`config.mk`:
```
export PLATFORM = sky130hd
export DESIGN_NAME = six_step_commutation_duty_top
export DESIGN_NICKNAME = d
export VERILOG_FILES = /design/src/hdl/sscd_pkg.sv /design/src/hdl/sscd_front.sv /design/src/hdl/sscd_queue.sv /design/src/hdl/sscd_back.sv /design/src/hdl/six_step_commutation_duty_top.sv
export SDC_FILE = /design/constraint.sdc
export NUM_CORES = 1
export LEC_CHECK = 0
export BUFFER_PORTS_ARGS = -buffer_cell sky130_fd_sc_hd__buf_2
export CORE_MARGIN = 2
export CORE_UTILIZATION = 26
export CTS_CLUSTER_SIZE = 40
export DETAILED_ROUTE_END_ITERATION = 7
export PLACE_DENSITY = 0.46
export SYNTH_ARGS = -nofsm -noshare
export SYNTH_HDL_FRONTEND = slang
export SYNTH_SLANG_ARGS = --single-unit
```
`constraint.sdc`:
```
create_clock -name i_clk -period 25.5 [get_ports i_clk]
set_input_delay 2.55 -clock i_clk [delete_from_list [all_inputs] [get_ports i_clk]]
set_output_delay 2.55 -clock i_clk [all_outputs]
set_load 0.01 [all_outputs]
```
`src/hdl/sscd_pkg.sv`:
```
// Shared types, constants and table functions for the six-step commutation duty block.
// Used by sscd_front, sscd_queue, sscd_back and the top level; depends on nothing.
`timescale 1ns / 1ps
`default_nettype none

package sscd_pkg;

    // Q1.15 full-scale duty
    localparam logic [15:0] FULL_DUTY       = 16'h8000;
    // the 16-step restoring division is spread over four stages of four steps
    localparam int          DIV_STAGES      = 4;
    localparam int          STEPS_PER_STAGE = 4;

    typedef enum logic [1:0] {
        PH_A = 2'd0,
        PH_B = 2'd1,
        PH_C = 2'd2
    } t_phase;

    // duty class decided up front; only CLS_DIV needs the quotient
    typedef enum logic [1:0] {
        CLS_ZERO = 2'd0,
        CLS_SAT  = 2'd1,
        CLS_DIV  = 2'd2
    } t_cls;

    // one classified transaction as it sits in the queue
    typedef struct packed {
        t_cls               cls;
        logic [2:0]         sidx;
        logic               neg;
        logic [15:0]        mag;
        logic [15:0]        udc;
        logic signed [15:0] cur;
    } t_item;

    // payload of one divider stage
    typedef struct packed {
        t_cls               cls;
        logic [2:0]         sidx;
        logic               neg;
        logic [15:0]        udc;
        logic signed [15:0] cur;
        logic [15:0]        rem;
        logic [15:0]        quo;
    } t_stage;

    // sector index 0..5 = floor(angle * 6 / 65536)
    function automatic logic [2:0] sector_idx(input logic [15:0] angle);
        logic [18:0] prod;
        begin
            prod = {1'b0, angle, 2'b00} + {2'b00, angle, 1'b0};
            if (prod[18:16] > 3'd5) begin
                sector_idx = 3'd5;
            end else begin
                sector_idx = prod[18:16];
            end
        end
    endfunction

    // phase that carries the duty, by sector and sign of the reference
    function automatic t_phase drive_phase(input logic [2:0] sidx, input logic neg);
        begin
            case (sidx)
                3'd0:    drive_phase = neg ? PH_A : PH_C;
                3'd1:    drive_phase = neg ? PH_B : PH_C;
                3'd2:    drive_phase = neg ? PH_B : PH_A;
                3'd3:    drive_phase = neg ? PH_C : PH_A;
                3'd4:    drive_phase = neg ? PH_C : PH_B;
                default: drive_phase = neg ? PH_A : PH_B;
            endcase
        end
    endfunction

    // tristated phase per sector
    function automatic t_phase float_phase(input logic [2:0] sidx);
        begin
            case (sidx)
                3'd0, 3'd3: float_phase = PH_B;
                3'd1, 3'd4: float_phase = PH_A;
                default:    float_phase = PH_C;
            endcase
        end
    endfunction

    // phase whose current is reported per sector
    function automatic t_phase current_phase(input logic [2:0] sidx);
        begin
            case (sidx)
                3'd0, 3'd1: current_phase = PH_C;
                3'd2, 3'd3: current_phase = PH_A;
                default:    current_phase = PH_B;
            endcase
        end
    endfunction

    // one restoring step: {next remainder, quotient bit}; needs rem < udc
    function automatic logic [16:0] div_step(input logic [15:0] rem,
                                             input logic [15:0] udc);
        logic [16:0] t;
        logic [16:0] diff;
        begin
            t    = {rem, 1'b0};
            diff = t - {1'b0, udc};
            if (t >= {1'b0, udc}) begin
                div_step = {diff[15:0], 1'b1};
            end else begin
                div_step = {t[15:0], 1'b0};
            end
        end
    endfunction

endpackage

`default_nettype wire

```
`src/hdl/sscd_front.sv`:
```
// Front end: accepts input transactions and classifies them (sector, magnitude,
// duty class, active current). Depends on sscd_pkg.
`timescale 1ns / 1ps
`default_nettype none

module sscd_front import sscd_pkg::*; (
    input  wire logic               i_valid,
    input  wire logic               i_full,
    input  wire logic [15:0]        i_angle,
    input  wire logic signed [15:0] i_voltage_ref,
    input  wire logic [15:0]        i_dc_link_voltage,
    input  wire logic signed [15:0] i_current_a,
    input  wire logic signed [15:0] i_current_b,
    input  wire logic signed [15:0] i_current_c,
    output logic                    o_stall,
    output logic                    o_push,
    output t_item                   o_item
);

    logic [15:0] u_raw;
    logic        neg;
    logic [15:0] mag;
    logic [2:0]  sidx;

    // hold off the source while the queue is full
    assign o_stall = i_full;
    assign o_push  = i_valid && !i_full;

    // magnitude of the reference; the most negative code maps to full scale
    assign u_raw = $unsigned(i_voltage_ref);
    assign neg   = u_raw[15];
    assign mag   = neg ? (16'd0 - u_raw) : u_raw;
    assign sidx  = sector_idx(i_angle);

    // classify the duty and pick the active current
    always_comb begin
        o_item.sidx = sidx;
        o_item.neg  = neg;
        o_item.mag  = mag;
        o_item.udc  = i_dc_link_voltage;
        if (mag == 16'd0) begin
            o_item.cls = CLS_ZERO;
        end else if ({mag, 1'b0} >= {1'b0, i_dc_link_voltage}) begin
            o_item.cls = CLS_SAT;
        end else begin
            o_item.cls = CLS_DIV;
        end
        case (current_phase(sidx))
            PH_A:    o_item.cur = i_current_a;
            PH_B:    o_item.cur = i_current_b;
            default: o_item.cur = i_current_c;
        endcase
    end

endmodule

`default_nettype wire

```
`src/hdl/sscd_queue.sv`:
```
// Short queue between the front end and the divider back end.
// Depends on sscd_pkg for the transaction type.
`timescale 1ns / 1ps
`default_nettype none

module sscd_queue import sscd_pkg::*; #(
    parameter int DEPTH = 4
) (
    input  wire logic  i_clk,
    input  wire logic  i_rst_n,
    input  wire logic  i_push,
    input  wire t_item i_item,
    input  wire logic  i_pop,
    output logic       o_full,
    output logic       o_empty,
    output t_item      o_head
);

    localparam int PTR_W = (DEPTH > 1) ? $clog2(DEPTH) : 1;
    localparam int CNT_W = $clog2(DEPTH + 1);

    t_item            r_mem [DEPTH];
    logic [PTR_W-1:0] r_wr_ptr, n_wr_ptr;
    logic [PTR_W-1:0] r_rd_ptr, n_rd_ptr;
    logic [CNT_W-1:0] r_count, n_count;

    assign o_full  = (r_count == CNT_W'(DEPTH));
    assign o_empty = (r_count == '0);
    assign o_head  = r_mem[r_rd_ptr];

    // advance pointers with wrap, track fill level
    always_comb begin
        n_wr_ptr = r_wr_ptr;
        n_rd_ptr = r_rd_ptr;
        n_count  = r_count;
        if (i_push) begin
            n_wr_ptr = (r_wr_ptr == PTR_W'(DEPTH - 1)) ? '0 : r_wr_ptr + 1'b1;
        end
        if (i_pop) begin
            n_rd_ptr = (r_rd_ptr == PTR_W'(DEPTH - 1)) ? '0 : r_rd_ptr + 1'b1;
        end
        if (i_push && !i_pop) begin
            n_count = r_count + 1'b1;
        end else if (!i_push && i_pop) begin
            n_count = r_count - 1'b1;
        end
    end

    always_ff @(posedge i_clk) begin
        if (!i_rst_n) begin
            r_wr_ptr <= '0;
            r_rd_ptr <= '0;
            r_count  <= '0;
        end else begin
            r_wr_ptr <= n_wr_ptr;
            r_rd_ptr <= n_rd_ptr;
            r_count  <= n_count;
        end
    end

    // store the pushed transaction
    always_ff @(posedge i_clk) begin
        if (i_push) begin
            r_mem[r_wr_ptr] <= i_item;
        end
    end

endmodule

`default_nettype wire

```
`src/hdl/sscd_back.sv`:
```
// Back end: pipelined restoring divider for the duty, commutation table and
// output register. Depends on sscd_pkg.
`timescale 1ns / 1ps
`default_nettype none

module sscd_back import sscd_pkg::*; (
    input  wire logic               i_clk,
    input  wire logic               i_rst_n,
    input  wire logic               i_empty,
    input  wire t_item              i_head,
    output logic                    o_pop,
    input  wire logic               i_stall,
    output logic                    o_valid,
    output logic [2:0]              o_sector_number,
    output logic [15:0]             o_duty_phase_a,
    output logic [15:0]             o_duty_phase_b,
    output logic [15:0]             o_duty_phase_c,
    output logic                    o_float_phase_a,
    output logic                    o_float_phase_b,
    output logic                    o_float_phase_c,
    output logic signed [15:0]      o_active_current
);

    logic               adv;
    t_stage             w_in  [DIV_STAGES];
    logic               w_vld [DIV_STAGES];
    t_stage             n_stg [DIV_STAGES];
    t_stage             r_stg [DIV_STAGES];
    logic               r_vld [DIV_STAGES];

    logic               r_out_vld;
    logic [2:0]         r_sector;
    logic [15:0]        r_duty_a, r_duty_b, r_duty_c;
    logic               r_flt_a, r_flt_b, r_flt_c;
    logic signed [15:0] r_cur;

    t_stage             last;
    logic [15:0]        duty;
    t_phase             drv;
    t_phase             flt;

    // whole pipeline moves when the output register is free or being taken
    assign adv   = !r_out_vld || !i_stall;
    assign o_pop = adv && !i_empty;

    genvar g;
    generate
        for (g = 0; g < DIV_STAGES; g++) begin : g_stage
            if (g == 0) begin : g_first
                always_comb begin
                    w_vld[g]     = o_pop;
                    w_in[g].cls  = i_head.cls;
                    w_in[g].sidx = i_head.sidx;
                    w_in[g].neg  = i_head.neg;
                    w_in[g].udc  = i_head.udc;
                    w_in[g].cur  = i_head.cur;
                    w_in[g].rem  = i_head.mag;
                    w_in[g].quo  = '0;
                end
            end else begin : g_next
                assign w_vld[g] = r_vld[g-1];
                assign w_in[g]  = r_stg[g-1];
            end

            // four division steps per stage
            always_comb begin
                logic [16:0] st;
                n_stg[g] = w_in[g];
                for (int k = 0; k < STEPS_PER_STAGE; k++) begin
                    st           = div_step(n_stg[g].rem, n_stg[g].udc);
                    n_stg[g].rem = st[16:1];
                    n_stg[g].quo = {n_stg[g].quo[14:0], st[0]};
                end
            end

            always_ff @(posedge i_clk) begin
                if (!i_rst_n) begin
                    r_vld[g] <= 1'b0;
                end else if (adv) begin
                    r_vld[g] <= w_vld[g];
                end
            end

            always_ff @(posedge i_clk) begin
                if (adv) begin
                    r_stg[g] <= n_stg[g];
                end
            end
        end
    endgenerate

    // pick the duty and place it by the six-step table
    assign last = r_stg[DIV_STAGES-1];
    always_comb begin
        case (last.cls)
            CLS_ZERO: duty = '0;
            CLS_SAT:  duty = FULL_DUTY;
            default:  duty = last.quo;
        endcase
        drv = drive_phase(last.sidx, last.neg);
        flt = float_phase(last.sidx);
    end

    always_ff @(posedge i_clk) begin
        if (!i_rst_n) begin
            r_out_vld <= 1'b0;
        end else if (adv) begin
            r_out_vld <= r_vld[DIV_STAGES-1];
        end
    end

    always_ff @(posedge i_clk) begin
        if (adv) begin
            r_sector <= last.sidx + 3'd1;
            r_duty_a <= (drv == PH_A) ? duty : 16'd0;
            r_duty_b <= (drv == PH_B) ? duty : 16'd0;
            r_duty_c <= (drv == PH_C) ? duty : 16'd0;
            r_flt_a  <= (flt == PH_A);
            r_flt_b  <= (flt == PH_B);
            r_flt_c  <= (flt == PH_C);
            r_cur    <= last.cur;
        end
    end

    assign o_valid          = r_out_vld;
    assign o_sector_number  = r_sector;
    assign o_duty_phase_a   = r_duty_a;
    assign o_duty_phase_b   = r_duty_b;
    assign o_duty_phase_c   = r_duty_c;
    assign o_float_phase_a  = r_flt_a;
    assign o_float_phase_b  = r_flt_b;
    assign o_float_phase_c  = r_flt_c;
    assign o_active_current = r_cur;

endmodule

`default_nettype wire

```
`src/hdl/six_step_commutation_duty_top.sv`:
```
// Six-step commutation with duty normalisation: front end, queue and divider back end.
// Depends on sscd_pkg, sscd_front, sscd_queue and sscd_back.
//
// Takes one transaction per clock cycle when not stalled. Each accepted transaction
// passes through the queue write, four divider stages and the output register; the
// 16-step restoring division of 2|u|/Udc runs four steps per stage. o_stall rises
// only when QUEUE_DEPTH transactions wait in the queue, which happens when i_stall
// holds the output back. Duty is Q1.15, saturated at 32768.
`timescale 1ns / 1ps
`default_nettype none

module six_step_commutation_duty_top import sscd_pkg::*; #(
    parameter int QUEUE_DEPTH = 4
) (
    input  wire logic               i_clk,
    input  wire logic               i_rst_n,
    input  wire logic               i_valid,
    output logic                    o_stall,
    input  wire logic [15:0]        i_angle,
    input  wire logic signed [15:0] i_voltage_ref,
    input  wire logic [15:0]        i_dc_link_voltage,
    input  wire logic signed [15:0] i_current_a,
    input  wire logic signed [15:0] i_current_b,
    input  wire logic signed [15:0] i_current_c,
    output logic                    o_valid,
    input  wire logic               i_stall,
    output logic [2:0]              o_sector_number,
    output logic [15:0]             o_duty_phase_a,
    output logic [15:0]             o_duty_phase_b,
    output logic [15:0]             o_duty_phase_c,
    output logic                    o_float_phase_a,
    output logic                    o_float_phase_b,
    output logic                    o_float_phase_c,
    output logic signed [15:0]      o_active_current
);

    logic  push, pop, full, empty;
    t_item item, head;

    // classify incoming transactions
    sscd_front u_front (
        .i_valid           (i_valid),
        .i_full            (full),
        .i_angle           (i_angle),
        .i_voltage_ref     (i_voltage_ref),
        .i_dc_link_voltage (i_dc_link_voltage),
        .i_current_a       (i_current_a),
        .i_current_b       (i_current_b),
        .i_current_c       (i_current_c),
        .o_stall           (o_stall),
        .o_push            (push),
        .o_item            (item)
    );

    // decouple front and back
    sscd_queue #(
        .DEPTH (QUEUE_DEPTH)
    ) u_queue (
        .i_clk   (i_clk),
        .i_rst_n (i_rst_n),
        .i_push  (push),
        .i_item  (item),
        .i_pop   (pop),
        .o_full  (full),
        .o_empty (empty),
        .o_head  (head)
    );

    // divide, place the duty and register the result
    sscd_back u_back (
        .i_clk            (i_clk),
        .i_rst_n          (i_rst_n),
        .i_empty          (empty),
        .i_head           (head),
        .o_pop            (pop),
        .i_stall          (i_stall),
        .o_valid          (o_valid),
        .o_sector_number  (o_sector_number),
        .o_duty_phase_a   (o_duty_phase_a),
        .o_duty_phase_b   (o_duty_phase_b),
        .o_duty_phase_c   (o_duty_phase_c),
        .o_float_phase_a  (o_float_phase_a),
        .o_float_phase_b  (o_float_phase_b),
        .o_float_phase_c  (o_float_phase_c),
        .o_active_current (o_active_current)
    );

endmodule

`default_nettype wire

```
# Yosys cells after proc, flatten, opt, wreduce, memory -nomap -nowiden
# Memories as Yosys holds them, arrays and structs flattened. A register that Yosys moved wholly into a read port is not among the register bits.
# Cells that the tools add are included.
[op_classes]
n_addsub = 23
n_lt_le_gt_ge = 18
n_eq_ne = 16
n_mux = 48
n_bitwise = 4
reduce_logical = 25
[ops]
columns = ["operator", "count"]
rows = [
  ["$ge A17 B16 Y1", 17],
  ["$mux W17", 16],
  ["$sub A16 B16 Y16", 16],
  ["$pmux W16 S2", 2],
  ["$mux W2", 10],
  ["$add A18 B17 Y19", 1],
  ["$logic_not A16 Y1", 1],
  ["$mux W16", 1],
  ["$sub A1 B16 Y16 const A", 1],
  ["$mux W1", 13],
  ["$eq A3 B2 Y1 const B", 4],
  ["$pmux W2 S5", 1],
  ["$logic_not A3 Y1", 3],
  ["$mux W3", 3],
  ["$eq A2 B1 Y1 const B", 4],
  ["$eq A2 B2 Y1 const B", 4],
  ["$logic_not A2 Y1", 4],
  ["$pmux W2 S2", 2],
  ["$reduce_or A2 Y1", 4],
  ["$logic_not A1 Y1", 7],
  ["$add A3 B1 Y3 const B", 2],
  ["$eq A3 B1 Y1 const B", 2],
  ["$eq A3 B3 Y1 const B", 2],
  ["$add A2 B1 Y2 const B", 2],
  ["other kinds (6)", 12],
]
[word_totals]
ff_bits = 77
ramBits = 500
out_inout_bits = 72
wordCells = 148
n_memories = 3
[memory_table]
columns = ["name", "depth", "width", "rd", "rd_clocked_by_memory_dff", "wr", "line_no", "rtl"]
rows = [
  ["u_back.r_stg", 4, 70, 4, 0, 4, "sscd_back.sv:28", "t_stage r_stg [DIV_STAGES];"],
  ["u_queue.r_mem", 4, 54, 1, 1, 1, "sscd_queue.sv:22", "t_item r_mem [DEPTH];"],
  ["u_back.r_vld", 4, 1, 4, 1, 4, "sscd_back.sv:29", "logic r_vld [DIV_STAGES];"],
]

# Depth between registers and ports, before layout
# Gate-level depths: netlist of run 1.
# An unclocked memory read counts as a cell.
[logic_depth]
depth_word = 9
mapped_depth = 50
depth_no_buf = 42

# By module
# From an unflattened synthesis of run 1, not the netlist that was laid out.
[hier_totals]
cells_unflattened = 2825
hier_area_um2 = 32837.7
[by_module_without_submodules]
columns = ["module", "n_inst", "cells_each", "area_each_um2", "seq_area_each_um2"]
rows = [
  ["sscd_back", 1, 2250, 22764.3, 8958.6],
  ["sscd_queue", 1, 326, 8316.7, 6666.4],
  ["sscd_front", 1, 249, 1756.7, 0.0],
]

# Worst setup path after synthesis of run 1
# OpenSTA, ideal clock, no wires.
[synth_timing]
kind = "register to register"
startpoint = "register (tool-made name)"
endpoint = "memory u_back.r_stg[0][24] in the netlist's numbering, data pin"
setup_ns = 0.260
arrival_time_ns = 11.476
slack_ns = 13.764
path_stages_with_launch = 48
path_buffers = 11
cell_sequence = "dfxtp_1 > buf_6 > buf_1 > clkbuf_1 > buf_1 > mux4_2 > inv_1 > ha_1 > clkbuf_1 > nand3_1 > or4_1 > a21o_2 > nand2_2 > buf_4 > mux2_2 > ha_1 > nand2_1 > o311ai_0 > [12 not listed] > a211oi_1 > o21a_1 > o211ai_1 > a31oi_1 > a21boi_1 > nand2_2 > buf_6 > mux2_2 > ha_1 > nand3_1 > o31ai_1 > o221ai_1 > o21ai_0 > o21ai_0 > o21a_1 > o211ai_2 > buf_6 > mux2_2"
[synth_rtl]
columns = ["item", "line_no"]
rows = [
  ["end: declaration", "sscd_back.sv:28"],
]

==> impl_metrics.tcl, run 1 <==
set metrics [dict create \
    status "finished clean" \
    worst_pin_slew_ns 1.15 \
    fill_cells 13073 \
    r2r_cells 40 \
    synth_seq_cells 524 \
    port-buffer-count 171 \
    fin_crit_sh_pct 53.0 \
    root_buffer "clkbuf_16" \
    grt-ovfl-total 0 \
    whs_path_depth 0 \
    regArea_um2 15600 \
    cts_setup_buffers 0 \
    max-clock-path-buffers 3 \
    ys_seq_area_share_pct 47.0 \
    synth_cells 2887 \
    critical_path.max_stage_delay_ns 0.98 \
    cts_tree "built" \
    htreeDepth 2 \
    ys.flop_type "edfxtp_1" \
    fin_util_pct 29.9 \
    crit_path_start_kind "flip-flop" \
    cts_hold_buf 0 \
    antenna_found_initial 4 \
    initial_core_util_pct 26.2 \
    critical_path_depth 40 \
    period_minus_slack_ns 13.51 \
    io_pins 172 \
    syn_avg_cell_area_um2 11.5 \
    die_y_um 362 \
    maxCapViolations 0 \
    crit_family "compound AO/OA/AOI/OAI gates" \
    finalSetupViolCount 0 \
    grt_pass1_wl_mm 134 \
    crit_buf_inv 3 \
    required_ns 25.90 \
    fmax_mhz 74.0 \
    crit_fanout 34 \
    instances_no_fill 4781 \
    rows 131 \
    ctsResizeCount 0 \
    maxSlewViolCount 0 \
    cts_buffers 58 \
    dieWidth_um 362 \
    drc 0 \
    synthArstFlopShare_pct 0 \
    synth.distinct_cells 92 \
    core-area_um2 127000 \
    hold_viol_final 0 \
    grt_max_degree 79 \
    tns_ns 0 \
    hp-start "u_back.r_stg[2][43]" \
    nets 3463 \
    dp_hpwl_mm 65.7 \
    synth_fp_nets 3279 \
    grt_usage_pct 13.0 \
    antenna_left 0 \
    clkSlewWorstSetupHoldPaths_ns 0.06 \
    setup_ws_ns 11.99 \
    layout-drive-gt1-share_pct 17.0 \
    clock_skew_ns 0.0538 \
    path_class "reg2reg" \
    slowest_stage "o311ai_0" \
    drt_iter0_drc 1503 \
    slew_headroom_pct 22.1 \
    ys_warn_count 0 \
    clock-sinks 524 \
    wire_per_inst_um 18.3 \
    multi_input_area_um2 16700 \
    via_per_inst 4.82 \
    die_area_um2 131000 \
    synth_edf_count 513 \
    rsz0062_at_grt "false" \
    firstDrtPassIters 5 \
    grt_pass1_vias 22593 \
    area_growth_pct 14.2 \
    place_inst 4673 \
    place_congestion 0.866 \
    clock_latency_ns 0.66 \
    end_kind "flip-flop" \
    arrival_ns 13.91 \
    wirelength_mm 87.3 \
    vias 23025 \
    place_ws_ns 12.29 \
    synth_area_um2 33300 \
    hold_class "reg2reg" \
]
## layer usage
| metal | track usage (%) | routed length, µm |
|---|---|---|
| met1 | 18.1 | 41900 |
| met2 | 21.1 | 40000 |
| met3 | 1.83 | 3370 |
| met4 | 3.43 | 2000 |
| met5 | 0 | 11 |
## kinds of logic (layout without fill, tap and decap cells)
family | after synthesis | count (layout) | share of synthesized area, %
xor gates and xnor gates | 192 | 192 | 5.05
other | 0 | 1 | 0
and+or+nand+nor | 716 | 716 | 10.4
buffers and inverters | 240 | 471 | 2.97
AOI/OAI and AO/OA | 688 | 688 | 13.6
DFF | 524 | 524 | 47.0
muxes | 235 | 235 | 9.91
adders and majority gates | 292 | 292 | 11.1
## worst reg2reg max path: cells and delay by family, from the launching register on
family	cells	cell delay (ns)
flip-flops	1	0.64
AND/OR/NAND/NOR	5	1.03
AO/OA/AOI/OAI	23	6.74
buffers and inverters	3	1.12
adder cells (fa/ha/maj)	4	1.44
multiplexers	5	2.29
## stage by stage
| stage | area, µm² | hold slack (ns) |
|---|---|---|
| 6_report | 38000 | 0.380 |
| 5_1_grt | 38000 | 0.397 |
| 4_1_cts | 38000 | 0.377 |
| 3_5_place_dp | 36000 | 0.405 |
| 3_3_place_gp | 36000 | 0.401 |
| 2_1_floorplan | 33300 | 0.400 |
## sequential cells by signal, indices dropped and copies added, names as in the netlist, named ones only
signal	flops
u_queue.r_mem	216
u_queue.r_count	3
u_back.o_duty_phase_c	16
u_queue.r_wr_ptr	2
u_queue.r_rd_ptr	2
u_back.r_stg	224
u_back.o_active_current	16
u_back.o_float_phase_a	1
u_back.o_valid	1
u_back.o_sector_number	3
u_back.o_duty_phase_b	16
u_back.o_float_phase_c	1
u_back.r_vld	4
u_back.o_float_phase_b	1
u_back.o_duty_phase_a	16
## Yosys cell counts, types with 57 or more instances
cell type | n | area share [%]
nor3_1 | 57 | 0.86
xnor2_1 | 143 | 3.8
nand3_1 | 69 | 1.0
nor2_1 | 228 | 2.6
a21o_1 | 60 | 1.4
inv_1 | 176 | 2.0
ha_1 | 287 | 11
a21oi_1 | 198 | 3.0
mux2_2 | 131 | 4.4
edfxtp_1 | 513 | 46
o21ai_0 | 127 | 1.9
nand2_1 | 142 | 1.6
o21a_1 | 58 | 1.3
## final cells by class
type	count	area share [%]
multi-input combinational	2123	43.9
inverter	178	1.76
clock inverter	34	1.17
tap	1662	5.47
timing repair buffer	186	2.55
antenna	1	0.00658
sequential	524	41.1
clock buffer	73	4.02
## final timing paths
check,end,slack [ns]
setup / recovery,u_back.r_stg[0][20],11.99
hold reg to reg,u_back.r_stg[3][43],0.38
hold / removal,u_back.r_stg[3][43],0.38
setup reg to reg,u_back.r_stg[0][20],11.99
## cell usage in the layout, fill, tap and decap left out, types with 17 or more instances in the layout
cell type / Yosys / final
o21ai_0: 127 / 127
xor2_1: 49 / 49
a21oi_1: 198 / 197
mux2i_1: 30 / 30
xnor2_1: 143 / 142
inv_1: 176 / 176
clkbuf_16: 0 / 58
nor3_1: 57 / 57
a211oi_1: 18 / 18
nand2b_1: 32 / 32
or2_2: 17 / 17
a21o_1: 60 / 60
mux2_2: 131 / 131
nor2b_1: 34 / 34
buf_2: 9 / 171
o211ai_1: 23 / 23
nand3_1: 69 / 69
o21bai_1: 29 / 29
ha_1: 287 / 287
a31oi_1: 23 / 23
o21a_1: 58 / 58
nor4_1: 17 / 17
nand4_1: 35 / 35
mux2_4: 18 / 18
and3_1: 23 / 23
nand2_1: 142 / 141
edfxtp_1: 513 / 513
mux4_2: 53 / 53
nor2_1: 228 / 228
Power of run 1 is left out: the tool's default activity adds up to more than one toggle a clock period on the data nets, which glitch-free logic cannot reach.
==> run 2, diff against run 1 <==
Clock period 25.5 ns to 13.86 ns, I/O delays scaled along.
==> impl_metrics.tcl, run 2 (same netlist as run 1, synthesis figures left out) <==
set metrics [dict create \
    status "finished clean" \
    multi_input_area_um2 16700 \
    arrival_ns 13.12 \
    io_pins 172 \
    fmax_mhz 78.5 \
    antenna_left 0 \
    rows 131 \
    root_buffer "clkbuf_16" \
    initial_core_util_pct 26.2 \
    reg.largest.list "u_back.r_stg: 224 flops, u_queue.r_mem: 216 flops" \
    layout-drive-gt1-share_pct 17.2 \
    via_per_inst 4.82 \
    crit_family "compound AO/OA/AOI/OAI gates" \
    cts_tree "built" \
    dieWidth_um 362 \
    grt_pass1_vias 22751 \
    clock_skew_ns 0.0433 \
    largest-register "u_back.r_stg" \
    wire_per_inst_um 18.6 \
    grt_usage_pct 13.4 \
    whs_path_depth 0 \
    die_y_um 362 \
    crit_fanout 31 \
    grt-ovfl-total 0 \
    slowest_stage "o311ai_0" \
    crit_path_start_kind "flip-flop" \
    reg2reg_setup_slack_ns 1.13 \
    fill_cells 13097 \
    min_to "u_back.r_stg[2][47]" \
    die_area_um2 131000 \
    ctsResizeCount 0 \
    tns_ns 0 \
    core-area_um2 127000 \
    clock-sinks 524 \
    grt_pass1_wl_mm 137 \
    grt_max_degree 81 \
    end_kind "flip-flop" \
    maxCapViolations 0 \
    hold_viol_final 0 \
    vias 23097 \
    layout_common_cells "edfxtp_1 (513), ha_1 (287), nor2_1 (228)" \
    cts_setup_buffers 0 \
    largest_register_ffs 224 \
    fin_util_pct 29.8 \
    cts_buffers 57 \
    dp_hpwl_mm 67.5 \
    firstDrtPassIters 5 \
    hp-start "u_back.r_stg[1][47]" \
    htreeDepth 2 \
    place_congestion 0.865 \
    layout_commonest_cell "edfxtp_1" \
    path_class "reg2reg" \
    port-buffer-count 171 \
    drc 0 \
    clkSlewWorstSetupHoldPaths_ns 0.06 \
    hold_class "reg2reg" \
    period_minus_slack_ns 12.73 \
    regArea_um2 15600 \
    critical_path.max_stage_delay_ns 0.84 \
    rsz0062_at_grt "false" \
    max-clock-path-buffers 3 \
    area_growth_pct 14.0 \
    required_ns 14.24 \
    fin_crit_sh_pct 91.9 \
    whs_ns 0.414 \
    drt_iter0_drc 1762 \
    cts_hold_buf 0 \
    maxSlewViolCount 0 \
    r2r_end "u_back.r_stg[0][23]" \
    nets 3470 \
    clock_latency_ns 0.65 \
    wirelength_mm 89.2 \
    finalSetupViolCount 0 \
    worst_pin_slew_ns 1.01 \
    slew_headroom_pct 32.8 \
    r2r_cells 38 \
    antenna_found_initial 6 \
    crit_buf_inv 2 \
]
==> run 2: stage by stage <==
step                      area [µm²]  worst slack, ns  cells
after floorplan                33300             2.12   2887
after CTS                      37900             1.19   4787
after global placement         36100             1.38   4681
after detailed placement       36100             1.26   4681
final                          37900             1.13   4788
after global routing           37900            0.179   4787
==> run 2: metal layers <==
metal	GRT usage, %	routed length, µm	up-vias
met5	0	13	-
met4	3.46	2100	2
met3	1.96	4300	130
met2	22.0	41300	509
met1	18.3	41500	11084
li1	-	-	11372
==> run 2: worst max-delay path by stage <==
stage                   start             endpoint  slack, ns  depth (start not counted)
floorplan           flip-flop  u_back.r_stg[0][24]       2.12                         47
global placement    flip-flop  u_back.r_stg[0][20]       1.38                         38
detailed placement  flip-flop  u_back.r_stg[0][27]       1.26                         38
CTS                 flip-flop  u_back.r_stg[0][27]       1.19                         38
global route        flip-flop  u_back.r_stg[0][23]       0.18                         38
finish              flip-flop  u_back.r_stg[0][23]       1.13                         38
==> run 2: area by class of cell <==
| cell class | count | area share, % |
|---|---|---|
| well taps | 1662 | 5.48 |
| multi-input cells | 2123 | 44.0 |
| inverters | 178 | 1.77 |
| flip-flops and latches | 524 | 41.2 |
| clock inverters | 42 | 1.00 |
| clock buffers | 64 | 3.83 |
| diodes | 1 | 0.00660 |
| repair buffers | 194 | 2.71 |
Power of run 2 is left out for the same reason.
==> run 3, diff against run 2 <==
Settings changed: ABC_AREA set to 1.
==> impl_metrics.tcl, run 3 <==
set metrics [dict create \
    status "finished clean" \
    place_inst 5656 \
    max-clock-path-buffers 3 \
    hold_viol_final 0 \
    cts_buffers 57 \
    crit_fanout 44 \
    place_congestion 0.847 \
    fin_crit_sh_pct 78.8 \
    hold_class "reg2reg" \
    die_area_um2 133000 \
    required_ns 14.24 \
    arrival_ns 11.30 \
    synth_cells 3820 \
    firstDrtPassIters 6 \
    syn_avg_cell_area_um2 8.87 \
    period_minus_slack_ns 10.92 \
    place_area_um2 36600 \
    fin_area_um2 38500 \
    tns_ns 0 \
    die_y_um 365 \
    wire_per_inst_um 16.5 \
    finalSetupViolCount 0 \
    yosysTopAreaCell "edfxtp_1" \
    ys_warn_count 0 \
    io_pins 172 \
    grt_max_degree 84 \
    vias 26384 \
    end_kind "flip-flop" \
    netlist_top_cells_area "edfxtp_1 (45%), nand2_1 (11%), ha_1 (11%), a21oi_1 (3.9%), inv_1 (3.9%)" \
    port-buffer-count 171 \
    htreeDepth 2 \
    largest_register_ffs 224 \
    synth_area_um2 33900 \
    initial_core_util_pct 26.2 \
    instances_no_fill 5764 \
    grt_pass1_wl_mm 146 \
    maxCapViolations 0 \
    worst_pin_slew_ns 1.08 \
    whs_ns 0.375 \
    largest-register "u_back.r_stg" \
    clock_skew_ns 0.0706 \
    crit_buf_inv 8 \
    slowest_stage "dfxtp_4" \
    antenna_found_initial 6 \
    layout-drive-gt1-share_pct 9.23 \
    dieWidth_um 365 \
    drc 0 \
    ys_seq_area_share_pct 46.1 \
    synth.distinct_cells 68 \
    reg.largest.list "u_back.r_stg: 224 flops, u_queue.r_mem: 216 flops" \
    fill_cells 13812 \
    rows 132 \
    nets 4365 \
    clkSlewWorstSetupHoldPaths_ns 0.06 \
    core-area_um2 129000 \
    synth_seq_cells 524 \
    clock-sinks 524 \
    worst_path_most_repeated_cell "nand2_1" \
    synth_top_area_share_pct 45.5 \
    layout_common_cells "nand2_1 (958), edfxtp_1 (513), inv_1 (352)" \
    synthArstFlopShare_pct 0 \
    grt-ovfl-total 0 \
    dp_hpwl_mm 72.0 \
    layout_commonest_cell "nand2_1" \
    antenna_left 0 \
    clock_latency_ns 0.69 \
    ctsResizeCount 0 \
    ys.flop_type "edfxtp_1" \
    area_growth_pct 13.7 \
    cts_hold_buf 0 \
    root_buffer "clkbuf_16" \
    path_class "reg2reg" \
    maxSlewViolCount 0 \
    synth_edf_count 513 \
    slew_headroom_pct 27.9 \
    grt_usage_pct 14.0 \
    synth_fp_nets 4212 \
    yosysMostFrequentCell "nand2_1" \
    wirelength_mm 94.9 \
    crit_path_start_kind "flip-flop" \
    rsz0062_at_grt "false" \
    cts_setup_buffers 0 \
    cts_tree "built" \
    via_per_inst 4.58 \
    critical_path.max_stage_delay_ns 0.64 \
    fmax_mhz 91.6 \
    drt_iter0_drc 1497 \
    synth_common_cells "nand2_1 (959), edfxtp_1 (513), inv_1 (353)" \
    crit_family "simple AND/OR/NAND/NOR gates" \
    grt_pass1_vias 25477 \
    reg2reg_setup_slack_ns 2.94 \
]
## run 3: cell count changes after synthesis, moves of 67 or more
| cell | change |
|---|---|
| nand2_1 | +817 |
| mux2_2 | -131 |
| nand3_1 | +132 |
| o21ai_0 | +102 |
| a21oi_1 | +67 |
| nor2_1 | +83 |
| inv_1 | +177 |
## run 3: final cells by class
| class | count | area (µm²) | area share, % |
|---|---|---|---|
| antenna | 3 | 7.51 | 0.0195 |
| clock buffer | 65 | 1460 | 3.78 |
| clock inverter | 40 | 459 | 1.19 |
| inverter | 374 | 1410 | 3.66 |
| multi-input combinational | 2829 | 16400 | 42.6 |
| sequential | 524 | 15600 | 40.6 |
| tap | 1742 | 2180 | 5.66 |
| timing repair buffer | 187 | 976 | 2.53 |
## run 3: through the flow
| step | worst slack, ns | util, % |
|---|---|---|
| after global placement | 3.32 | 28.3 |
| after global routing | 1.61 | 29.7 |
| after floorplan | 3.70 | - |
| after CTS | 2.95 | 29.7 |
| final | 2.94 | 29.7 |
| after detailed placement | 3.02 | 28.3 |
## run 3: worst paths after layout
kind                 startpoint                   to  cells past startpoint
max                   flip-flop  u_back.r_stg[0][27]                     57
min          u_back.r_stg[1][1]   u_back.r_stg[2][5]                      0
max reg2reg           flip-flop  u_back.r_stg[0][27]                     57
min reg2reg  u_back.r_stg[1][1]   u_back.r_stg[2][5]                      0
## run 3: cells by family after synthesis
| group | after synthesis | share of synthesized area, % |
|---|---|---|
| muxes | 2 | 0.0591 |
| buffers and inverters | 467 | 5.61 |
| and+or+nand+nor | 1632 | 20.4 |
| adders and majority gates | 292 | 10.9 |
| xor gates and xnor gates | 213 | 5.51 |
| AOI/OAI and AO/OA | 690 | 11.5 |
| DFF | 524 | 46.1 |
## run 3: routing by layer
layer,vias to the layer above,routed length [µm],GRT usage [%],part of all wire (%)
li1,13482,-,-,-
met1,12256,44800,18.6,47
met2,490,43600,23.3,46
met3,146,4040,2.27,4.3
met4,10,2490,4.02,2.6
met5,-,62,0,0.065
Power of run 3 is left out for the same reason.
